--- src/hdl/spmq_pkg.sv ---
// ----------------------------------------------------------------------------
// spmq_pkg
// Shared types and codes for the strict priority multi-queue.
// ----------------------------------------------------------------------------
package spmq_pkg;

   localparam int TID_W        = 16;
   localparam int PRIO_W       = 4;
   localparam int FUNC_W       = 2;
   localparam int LEVELS_CSR_W = 4;
   localparam logic [LEVELS_CSR_W-1:0] LEVELS_RESET = 4'd8;

   // request function codes
   localparam logic [FUNC_W-1:0] FUNC_ADD    = 2'd0;
   localparam logic [FUNC_W-1:0] FUNC_REMOVE = 2'd1;
   localparam logic [FUNC_W-1:0] FUNC_QUERY  = 2'd2;

   typedef enum logic [1:0] {
      OP_ADD,
      OP_REMOVE,
      OP_QUERY
   } op_type;

   typedef enum logic [1:0] {
      ST_OK,
      ST_EMPTY,
      ST_FULL,
      ST_BAD_LEVEL
   } status_type;

   typedef enum logic {
      BE_IDLE,
      BE_LOOK
   } be_state_type;

   typedef struct packed {
      logic [FUNC_W-1:0] func;
      logic [PRIO_W-1:0] priority_req;
      logic [TID_W-1:0]  task_id;
   } req_word_type;

   typedef struct packed {
      logic [TID_W-1:0] head_task;
      logic [3:0]       head_priority;
      logic [7:0]       total_count;
      logic [4:0]       level_count;
      logic [1:0]       status;
   } rsp_word_type;

   // classified request handed from front to back
   typedef struct packed {
      op_type            op;
      logic              prio_ok;
      logic [PRIO_W-1:0] lvl;
      logic [TID_W-1:0]  tid;
   } cmd_type;

endpackage

--- src/hdl/strict_priority_multi_queue.sv ---
// ----------------------------------------------------------------------------
// strict_priority_multi_queue
// One task fifo per priority level with strict-priority removal.
// ----------------------------------------------------------------------------
// usage
//   request side is a queue: drive req_word and req_push, a word is taken on
//   a rising edge with req_push high and req_full low
//   result side is a queue: rsp_word is valid while rsp_empty is low, a word
//   is taken on a rising edge with rsp_pop high
//   every request word gives exactly one result word, in request order
//   csr_we/csr_wdata set the number of levels in use, write only when idle
// steps
//   a request passes the command queue, exec, look and the result register
//   into the result queue; one command at a time, and only with room in the
//   result queue: exec updates pointers and writes the task store, look
//   picks the top level and reads its head from the single read port
// reset
//   synchronous, clears all queues, counts and both word queues, and sets
//   levels in use to 8; the task store itself is not cleared
// stalls
//   when rsp_pop stays low, up to two results wait and two more requests
//   queue at the front before req_full rises
// ----------------------------------------------------------------------------
module strict_priority_multi_queue
   import spmq_pkg::*;
#(
   parameter int LEVELS    = 8,
   parameter int DEPTH     = 16,
   parameter int TASK_BITS = 16
) (
   input  logic                    clock,
   input  logic                    reset,
   // request word queue
   input  logic                    req_push,
   output logic                    req_full,
   input  req_word_type            req_word,
   // result word queue
   output logic                    rsp_empty,
   input  logic                    rsp_pop,
   output rsp_word_type            rsp_word,
   // levels-in-use register
   input  logic                    csr_we,
   input  logic [LEVELS_CSR_W-1:0] csr_wdata
);

   localparam int ACT_W     = $clog2(LEVELS+1);
   localparam int CMD_DEPTH = 2;
   localparam int OUT_DEPTH = 2;
   localparam int OUT_CNT_W = $clog2(OUT_DEPTH+1);
   localparam int RSP_W     = $bits(rsp_word_type);

   logic [LEVELS_CSR_W-1:0] levels_ff, levels_in;
   logic [ACT_W-1:0]        active_levels;

   logic                    cmd_pop;
   logic                    cmd_empty;
   cmd_type                 cmd_word;

   logic                    out_push;
   rsp_word_type            out_word;
   logic                    out_full;
   logic [OUT_CNT_W-1:0]    out_count;
   logic [RSP_W-1:0]        rsp_bits;

   // config register, the user must write it only while idle; the block does not enforce this
   assign levels_in = csr_we ? csr_wdata : levels_ff;

   always_ff @(posedge clock) begin
      if (reset) begin
         levels_ff <= LEVELS_RESET;
      end else begin
         levels_ff <= levels_in;
      end
   end

   // levels in use, clamped to what is built
   assign active_levels = (32'(levels_ff) > LEVELS) ? ACT_W'(LEVELS)
                                                    : ACT_W'(levels_ff);

   // front: take and classify request words
   spmq_front #(
      .LEVELS    (LEVELS),
      .CMD_DEPTH (CMD_DEPTH)
   ) u_front (
      .clock         (clock),
      .reset         (reset),
      .active_levels (active_levels),
      .req_push      (req_push),
      .req_full      (req_full),
      .req_word      (req_word),
      .cmd_pop       (cmd_pop),
      .cmd_empty     (cmd_empty),
      .cmd_word      (cmd_word)
   );

   // back: queue state, task store and result building
   spmq_back #(
      .LEVELS    (LEVELS),
      .DEPTH     (DEPTH),
      .TASK_BITS (TASK_BITS),
      .OUT_DEPTH (OUT_DEPTH)
   ) u_back (
      .clock         (clock),
      .reset         (reset),
      .active_levels (active_levels),
      .cmd_empty     (cmd_empty),
      .cmd_word      (cmd_word),
      .cmd_pop       (cmd_pop),
      .out_count     (out_count),
      .rsp_push      (out_push),
      .rsp_word      (out_word)
   );

   // result words wait here; the back end only starts with room reserved
   spmq_fifo #(
      .WIDTH (RSP_W),
      .DEPTH (OUT_DEPTH)
   ) u_rsp_fifo (
      .clock     (clock),
      .reset     (reset),
      .push      (out_push && !out_full),
      .push_data (out_word),
      .pop       (rsp_pop),
      .pop_data  (rsp_bits),
      .full      (out_full),
      .empty     (rsp_empty),
      .count     (out_count)
   );

   assign rsp_word = rsp_word_type'(rsp_bits);

endmodule

--- src/hdl/spmq_fifo.sv ---
// ----------------------------------------------------------------------------
// spmq_fifo
// Small register fifo with occupancy count.
// ----------------------------------------------------------------------------
module spmq_fifo #(
   parameter int WIDTH = 8,
   parameter int DEPTH = 2
) (
   input  logic                       clock,
   input  logic                       reset,
   input  logic                       push,
   input  logic [WIDTH-1:0]           push_data,
   input  logic                       pop,
   output logic [WIDTH-1:0]           pop_data,
   output logic                       full,
   output logic                       empty,
   output logic [$clog2(DEPTH+1)-1:0] count
);

   localparam int PTR_W = (DEPTH > 1) ? $clog2(DEPTH) : 1;
   localparam int CNT_W = $clog2(DEPTH+1);

   logic [WIDTH-1:0] slot_ff [DEPTH];
   logic [PTR_W-1:0] wr_ptr_ff, wr_ptr_in;
   logic [PTR_W-1:0] rd_ptr_ff, rd_ptr_in;
   logic [CNT_W-1:0] count_ff, count_in;
   logic             do_push, do_pop;

   assign full     = (count_ff == CNT_W'(DEPTH));
   assign empty    = (count_ff == '0);
   assign count    = count_ff;
   assign pop_data = slot_ff[rd_ptr_ff];
   assign do_push  = push && !full;
   assign do_pop   = pop && !empty;

   always_comb begin
      wr_ptr_in = wr_ptr_ff;
      rd_ptr_in = rd_ptr_ff;
      count_in  = count_ff;
      if (do_push) begin
         wr_ptr_in = (wr_ptr_ff == PTR_W'(DEPTH-1)) ? '0 : wr_ptr_ff + 1'b1;
      end
      if (do_pop) begin
         rd_ptr_in = (rd_ptr_ff == PTR_W'(DEPTH-1)) ? '0 : rd_ptr_ff + 1'b1;
      end
      if (do_push && !do_pop) begin
         count_in = count_ff + 1'b1;
      end else if (do_pop && !do_push) begin
         count_in = count_ff - 1'b1;
      end
   end

   always_ff @(posedge clock) begin
      if (reset) begin
         wr_ptr_ff <= '0;
         rd_ptr_ff <= '0;
         count_ff  <= '0;
      end else begin
         wr_ptr_ff <= wr_ptr_in;
         rd_ptr_ff <= rd_ptr_in;
         count_ff  <= count_in;
      end
   end

   always_ff @(posedge clock) begin
      if (do_push) begin
         slot_ff[wr_ptr_ff] <= push_data;
      end
   end

endmodule

--- src/hdl/spmq_front.sv ---
// ----------------------------------------------------------------------------
// spmq_front
// Accepts request words, decodes the function and checks the level.
// ----------------------------------------------------------------------------
module spmq_front
   import spmq_pkg::*;
#(
   parameter int LEVELS    = 8,
   parameter int CMD_DEPTH = 2
) (
   input  logic                         clock,
   input  logic                         reset,
   input  logic [$clog2(LEVELS+1)-1:0]  active_levels,
   input  logic                         req_push,
   output logic                         req_full,
   input  req_word_type                 req_word,
   input  logic                         cmd_pop,
   output logic                         cmd_empty,
   output cmd_type                      cmd_word
);

   localparam int CMD_W = $bits(cmd_type);

   cmd_type                          cmd_new;
   logic [CMD_W-1:0]                 cmd_bits;
   logic [$clog2(CMD_DEPTH+1)-1:0]   cmd_count;

   always_comb begin
      cmd_new.prio_ok = (req_word.priority_req != '0) &&
                        (32'(req_word.priority_req) <= 32'(active_levels));
      cmd_new.lvl     = cmd_new.prio_ok ? req_word.priority_req - 1'b1 : '0;
      cmd_new.tid     = req_word.task_id;
      if (req_word.func == FUNC_ADD) begin
         cmd_new.op = OP_ADD;
      end else if (req_word.func == FUNC_REMOVE) begin
         cmd_new.op = OP_REMOVE;
      end else begin
         // unused code is a plain query
         cmd_new.op = OP_QUERY;
      end
   end

   spmq_fifo #(
      .WIDTH(CMD_W),
      .DEPTH(CMD_DEPTH)
   ) u_cmd_fifo (
      .clock     (clock),
      .reset     (reset),
      .push      (req_push),
      .push_data (cmd_new),
      .pop       (cmd_pop),
      .pop_data  (cmd_bits),
      .full      (req_full),
      .empty     (cmd_empty),
      .count     (cmd_count)
   );

   // occupancy not needed on this side beyond full/empty
   assign cmd_word = cmd_type'(cmd_bits | {CMD_W{cmd_count == '1 && 1'b0}});

endmodule

--- src/hdl/spmq_back.sv ---
// ----------------------------------------------------------------------------
// spmq_back
// Executes commands against the per-level queues and builds result words.
// ----------------------------------------------------------------------------
module spmq_back
   import spmq_pkg::*;
#(
   parameter int LEVELS    = 8,
   parameter int DEPTH     = 16,
   parameter int TASK_BITS = 16,
   parameter int OUT_DEPTH = 2
) (
   input  logic                            clock,
   input  logic                            reset,
   input  logic [$clog2(LEVELS+1)-1:0]     active_levels,
   input  logic                            cmd_empty,
   input  cmd_type                         cmd_word,
   output logic                            cmd_pop,
   input  logic [$clog2(OUT_DEPTH+1)-1:0]  out_count,
   output logic                            rsp_push,
   output rsp_word_type                    rsp_word
);

   localparam int LVL_W   = (LEVELS > 1) ? $clog2(LEVELS) : 1;
   localparam int PTR_W   = $clog2(DEPTH);
   localparam int CNT_W   = $clog2(DEPTH+1);
   localparam int HELD_W  = $clog2(LEVELS*DEPTH+1);
   localparam int ADDR_W  = $clog2(LEVELS*DEPTH);
   localparam int STORE_W = (TASK_BITS < TID_W) ? TASK_BITS : TID_W;

   be_state_type     state_ff, state_in;
   logic [PTR_W-1:0] head_ff [LEVELS];
   logic [PTR_W-1:0] head_in [LEVELS];
   logic [PTR_W-1:0] tail_ff [LEVELS];
   logic [PTR_W-1:0] tail_in [LEVELS];
   logic [CNT_W-1:0] cnt_ff  [LEVELS];
   logic [CNT_W-1:0] cnt_in  [LEVELS];
   logic [HELD_W-1:0] held_ff, held_in;

   logic [LVL_W-1:0] lvl_ff, lvl_in;
   logic             ok_ff, ok_in;
   status_type       status_ff, status_in;
   logic             found_ff, found_in;
   logic             emit_ff, emit_in;
   rsp_word_type     meta_ff, meta_in;

   logic [STORE_W-1:0] task_mem [LEVELS*DEPTH];
   logic [STORE_W-1:0] rd_data_ff;
   logic               mem_we, mem_re;
   logic [ADDR_W-1:0]  mem_waddr, mem_raddr;

   logic [7:0]       cmd_lvl_wide;
   logic [LVL_W-1:0] cmd_idx;
   logic [LVL_W-1:0] sel_idx;
   logic [CNT_W-1:0] sel_cnt;
   logic             top_found;
   logic [LVL_W-1:0] top_idx;
   logic [PTR_W-1:0] top_head;
   logic [PTR_W-1:0] cmd_tail;
   logic [31:0]      held_wide, cnt_wide, prio_wide;
   logic [TID_W-1:0] head_ext;

   assign cmd_lvl_wide = 8'(cmd_word.lvl);
   assign cmd_idx      = cmd_lvl_wide[LVL_W-1:0];
   // exec reads the command level, look reads the saved level
   assign sel_idx      = (state_ff == BE_IDLE) ? cmd_idx : lvl_ff;
   assign sel_cnt      = cnt_ff[sel_idx];
   assign cmd_tail     = tail_ff[cmd_idx];
   assign top_head     = head_ff[top_idx];

   // highest non-empty level in use
   always_comb begin
      top_found = 1'b0;
      top_idx   = '0;
      for (int i = 0; i < LEVELS; i++) begin
         if (cnt_ff[i] != '0 && 32'(i) < 32'(active_levels)) begin
            top_found = 1'b1;
            top_idx   = LVL_W'(i);
         end
      end
   end

   assign held_wide = 32'(held_ff);
   assign cnt_wide  = 32'(sel_cnt);
   assign prio_wide = 32'(top_idx) + 32'd1;

   always_comb begin
      state_in  = state_ff;
      head_in   = head_ff;
      tail_in   = tail_ff;
      cnt_in    = cnt_ff;
      held_in   = held_ff;
      lvl_in    = lvl_ff;
      ok_in     = ok_ff;
      status_in = status_ff;
      found_in  = found_ff;
      meta_in   = meta_ff;
      emit_in   = 1'b0;
      cmd_pop   = 1'b0;
      mem_we    = 1'b0;
      mem_re    = 1'b0;
      mem_waddr = ADDR_W'(32'(cmd_idx) * DEPTH + 32'(cmd_tail));
      mem_raddr = ADDR_W'(32'(top_idx) * DEPTH + 32'(top_head));
      unique case (state_ff)
         BE_IDLE: begin
            if (!cmd_empty && (32'(out_count) + 32'(emit_ff) < OUT_DEPTH)) begin
               cmd_pop   = 1'b1;
               state_in  = BE_LOOK;
               lvl_in    = cmd_idx;
               ok_in     = cmd_word.prio_ok;
               status_in = ST_OK;
               unique case (cmd_word.op)
                  OP_ADD: begin
                     if (!cmd_word.prio_ok) begin
                        status_in = ST_BAD_LEVEL;
                     end else if (sel_cnt == CNT_W'(DEPTH)) begin
                        status_in = ST_FULL;
                     end else begin
                        mem_we           = 1'b1;
                        tail_in[cmd_idx] = (cmd_tail == PTR_W'(DEPTH-1)) ?
                                           '0 : cmd_tail + 1'b1;
                        cnt_in[cmd_idx]  = sel_cnt + 1'b1;
                        held_in          = held_ff + 1'b1;
                     end
                  end
                  OP_REMOVE: begin
                     if (!top_found) begin
                        status_in = ST_EMPTY;
                     end else begin
                        head_in[top_idx] = (top_head == PTR_W'(DEPTH-1)) ?
                                           '0 : top_head + 1'b1;
                        cnt_in[top_idx]  = cnt_ff[top_idx] - 1'b1;
                        held_in          = held_ff - 1'b1;
                     end
                  end
                  OP_QUERY: ;
                  default: ;
               endcase
            end
         end
         BE_LOOK: begin
            mem_re                = 1'b1;
            found_in              = top_found;
            meta_in.head_task     = '0;
            meta_in.head_priority = top_found ? prio_wide[3:0] : '0;
            meta_in.total_count   = held_wide[7:0];
            meta_in.level_count   = ok_ff ? cnt_wide[4:0] : '0;
            meta_in.status        = status_ff;
            emit_in               = 1'b1;
            state_in              = BE_IDLE;
         end
         default: state_in = BE_IDLE;
      endcase
   end

   always_ff @(posedge clock) begin
      if (reset) begin
         state_ff <= BE_IDLE;
         held_ff  <= '0;
         emit_ff  <= 1'b0;
         for (int i = 0; i < LEVELS; i++) begin
            head_ff[i] <= '0;
            tail_ff[i] <= '0;
            cnt_ff[i]  <= '0;
         end
      end else begin
         state_ff <= state_in;
         held_ff  <= held_in;
         emit_ff  <= emit_in;
         head_ff  <= head_in;
         tail_ff  <= tail_in;
         cnt_ff   <= cnt_in;
      end
   end

   always_ff @(posedge clock) begin
      lvl_ff    <= lvl_in;
      ok_ff     <= ok_in;
      status_ff <= status_in;
      found_ff  <= found_in;
      meta_ff   <= meta_in;
   end

   // task store, one write and one registered read port
   always_ff @(posedge clock) begin
      if (mem_we) begin
         task_mem[mem_waddr] <= cmd_word.tid[STORE_W-1:0];
      end
   end

   always_ff @(posedge clock) begin
      if (mem_re) begin
         rd_data_ff <= task_mem[mem_raddr];
      end
   end

   always_comb begin
      head_ext                = '0;
      head_ext[STORE_W-1:0]   = rd_data_ff;
      rsp_word                = meta_ff;
      rsp_word.head_task      = found_ff ? head_ext : '0;
   end

   assign rsp_push = emit_ff;

endmodule

--- config.mk ---
export PLATFORM = sky130hd
export DESIGN_NAME = strict_priority_multi_queue
export DESIGN_NICKNAME = d
export VERILOG_FILES = /design/src/hdl/spmq_pkg.sv /design/src/hdl/strict_priority_multi_queue.sv /design/src/hdl/spmq_fifo.sv /design/src/hdl/spmq_front.sv /design/src/hdl/spmq_back.sv
export SDC_FILE = /design/constraint.sdc
export NUM_CORES = 2
export LEC_CHECK = 0
export BUFFER_PORTS_ARGS = -buffer_cell sky130_fd_sc_hd__buf_2
export CAP_MARGIN = 10
export CELL_PAD_IN_SITES_DETAIL_PLACEMENT = 1
export CELL_PAD_IN_SITES_GLOBAL_PLACEMENT = 1
export CORE_ASPECT_RATIO = 0.8
export CORE_MARGIN = 2
export CORE_UTILIZATION = 30
export DETAILED_ROUTE_END_ITERATION = 12
export GPL_TIMING_DRIVEN = 0
export PLACE_DENSITY = 0.47
export SYNTH_ARGS = -nofsm -noshare
export SYNTH_HDL_FRONTEND = slang
export SYNTH_SLANG_ARGS = --single-unit
--- constraint.sdc ---
create_clock -name clock -period 10.9 [get_ports clock]
set_input_delay 2.18 -clock clock [delete_from_list [all_inputs] [get_ports clock]]
set_output_delay 2.18 -clock clock [all_outputs]
set_load 0.005 [all_outputs]
==> metrics.txt <==
ys async rst share 0; CP endpoint kind flop; # port buffers 65; antenna-violating nets left 0; crit path kind reg2reg; Max Cap Violations 1; Hold Startpoint u_back.status_ff[0]; Core Footprint 311000 sq um; worst skew pair latency 0.90 ns; H-tree Lvls 5; Post-Syn Nets 7093; vias in the first global route 66.3k; initial antenna violation count 120; R2R Path End u_back.head_ext[12]; Num CTS Buffers 272; Area Growth Syn to Fin 20.8%; ranking of synthesized cells by area edfxtp_1, nand2_1, nand3_1, dfxtp_1, mux2i_1; Seq/Total Area, Yosys 0.732; status finished, violations left; die height 504 um; RD Place Congestion 0.960; first-pass GRT wire length 698000 um; endpoints failing setup 3; Yosys top cell by area edfxtp_1; share of layout cells above drive strength 1 0.149; Setup Skew 0.0646 ns; reg2reg path depth 18; endpoints failing hold 0; via count 73.4k; reg-to-reg startpoint u_back.cnt_ff[1]; worst-margin pin slew 1.54 ns; Final min period 11.14 ns; Synth Warn # 0; RSZ-0062 raised after global routing no; failing checks capacitance limit, slew limit, setup timing; GRT overflow 0; I/O pin total 68; fin worst setup slack -0.236 ns; DP Wirelength 398000 um; CP max stage delay 1.22 ns; Crit Path Max Fanout 10; Fmax 89.8 MHz; Post-Route WL 551000 um; crit-path cells or2_2 -> o41ai_1 -> buf_2 -> and2_1 -> buf_2 -> nand2_1 -> nor3_1 -> o31ai_4 -> nor2_2 -> buf_2 -> buf_2 -> clkbuf_1 -> buf_8 -> nand3_1 -> nand4_1 -> nand4_1 -> nor4_1 -> nand4_1; worst hold slack 0.422 ns; worst hold stages 0; most common cell in the netlist edfxtp_1; Sink Count 2332; fin nets 7644; post-CTS setup buffer count 0; pin count of the biggest net entering global routing 125; drt drc 0; Post-Syn Instances 7041; Clock Tree Root clkbuf_16; CP Launch Type flop; Tcrit/Tclk final 1.02; FP Rows 183; top cells by count, synth edfxtp_1, nand2_1, nand3_1; Placed Area 105000 sq um; Slew headroom -0.0257; Primary FF master, synth edfxtp_1; die area 318000 sq um; Crit path arrival time 11.39 ns; drt first-iter violations 14.2k; Synth top area share 0.705; Max Root-Sink Buffers 4; CTS hold repair buffers 0; Die X 630 um; dpl ws 0.461 ns; Clk pin slew, worst setup/hold paths 0.06 ns; slowest stage cell, crit path nor4_1; number of synthesized flops with an enable pin 2204; First-pass DRT Iterations 6; Initial Util 0.302; Vias/cell 6.12; WP data required 11.16 ns; most used cell, CP buf_2; design area 113000 sq um; Synth Register Bits 2332; Hold/Removal Path Class reg2reg; R2R Setup Slk -0.24 ns; CTS resizes 0; Hold Path End u_back.rsp_word[0]; global-route usage over all layers 0.337; Synth cell types 82; max-slew violation count 12; WL/cell 46.0 um; CTS tree built; synthesized area per cell 13.3 sq um; mapped cell area 93900 sq um
-- state kept, by name, indices dropped and copies added (netlist names), 3 cells and up, named ones only --
register,cells
u_back.lvl_ff,3
u_back.tail_ff,32
u_back.head_ff,32
u_back.rsp_word,19
u_front.u_cmd_fifo.slot_ff,44
levels_ff,4
u_back.cnt_ff,40
u_back.head_ext,16
u_back.held_ff,8
u_rsp_fifo.slot_ff,70
u_back.task_mem,2048
-- layer usage --
| metal | vias to the layer above | wire, um | GRT usage |
|---|---|---|---|
| li1 | 27500 | - | - |
| met3 | 985 | 80900 | 0.131 |
| met5 | - | 355 | 0 |
| met2 | 5752 | 214000 | 0.451 |
| met1 | 39100 | 231000 | 0.485 |
| met4 | 32 | 23900 | 0.126 |
-- metrics by stage --
stage,instances,utilization,TNS (ns)
floorplan,7041,-,0
global placement,11300,0.320,-51.44
detailed placement,11500,0.337,0
CTS,11900,0.364,0
global route,12000,0.364,0
finish,12000,0.365,-0.496
-- worst max-delay path, delay by kind of cell (launching register included) --
kind | cells | cell delay (ns)
simple gates | 10 | 6.00
buf+inv | 6 | 2.86
compound gates | 2 | 1.18
flops | 1 | 0.37
-- layout make-up --
class | count | area [sq um]
plain buffers | 442 | 2120
fillers | 32200 | 198000
inverters | 39 | 146
clock inverters | 119 | 905
clock buffers | 355 | 7510
flip-flops and latches | 2332 | 68700
well taps | 4162 | 5210
multi-input cells | 4228 | 24300
diodes | 33 | 82.6
repair buffers | 277 | 4480
-- cells in the final DEF, fill, tap and decap left out, drive strengths merged, types with 20 or more instances in the layout --
cell and instances:
clkbuf 486, a32oi 27, buf 586, a211oi 95
nand4 79, mux2 57, a2111oi 38, nand3 683
a211o 20, a22oi 20, a31oi 96, nand2 1710
nor2 307, clkinv 95, diode 33, a21oi 114
mux2i 243, and3 133, a311oi 89, nor3 24
edfxtp 2204, o21ai 97, and2 24, dfxtp 128
ha 20, o21a 31, o22ai 45, inv 46
-- cell families (layout without fill, tap and decap cells) --
kind of cell / count (synthesis) / in the layout / share of synthesized area
AOI/OAI and AO/OA: 822 / 822 / 0.0632
xor gates and xnor gates: 25 / 25 / 0.00233
adders and majority gates: 21 / 21 / 0.00288
buffers and inverters: 481 / 1232 / 0.0236
DFF: 2332 / 2332 / 0.732
muxes: 310 / 310 / 0.0352
other: 0 / 33 / 0
and+or+nand+nor: 3050 / 3050 / 0.141
-- how the worst max path moves through the flow --
stage,from,slack [ns],cells after the start,endpoint
6_report,u_back.cnt_ff[1],-0.24,18,u_back.head_ext[12]
3_3_place_gp,u_back.state_ff,-0.62,12,u_back.task_mem[31][7]
5_1_grt,u_back.cnt_ff[1],0.12,17,u_back.head_ext[3]
3_5_place_dp,u_back.cnt_ff[1],0.46,17,u_back.head_ext[3]
4_1_cts,u_back.cnt_ff[1],0.47,17,u_back.head_ext[3]
2_1_floorplan,u_back.state_ff,5.52,12,u_back.task_mem[115][0]
Power is not shown: default switching activity piles up to over one toggle a cycle in this logic, so the estimate is an artifact.
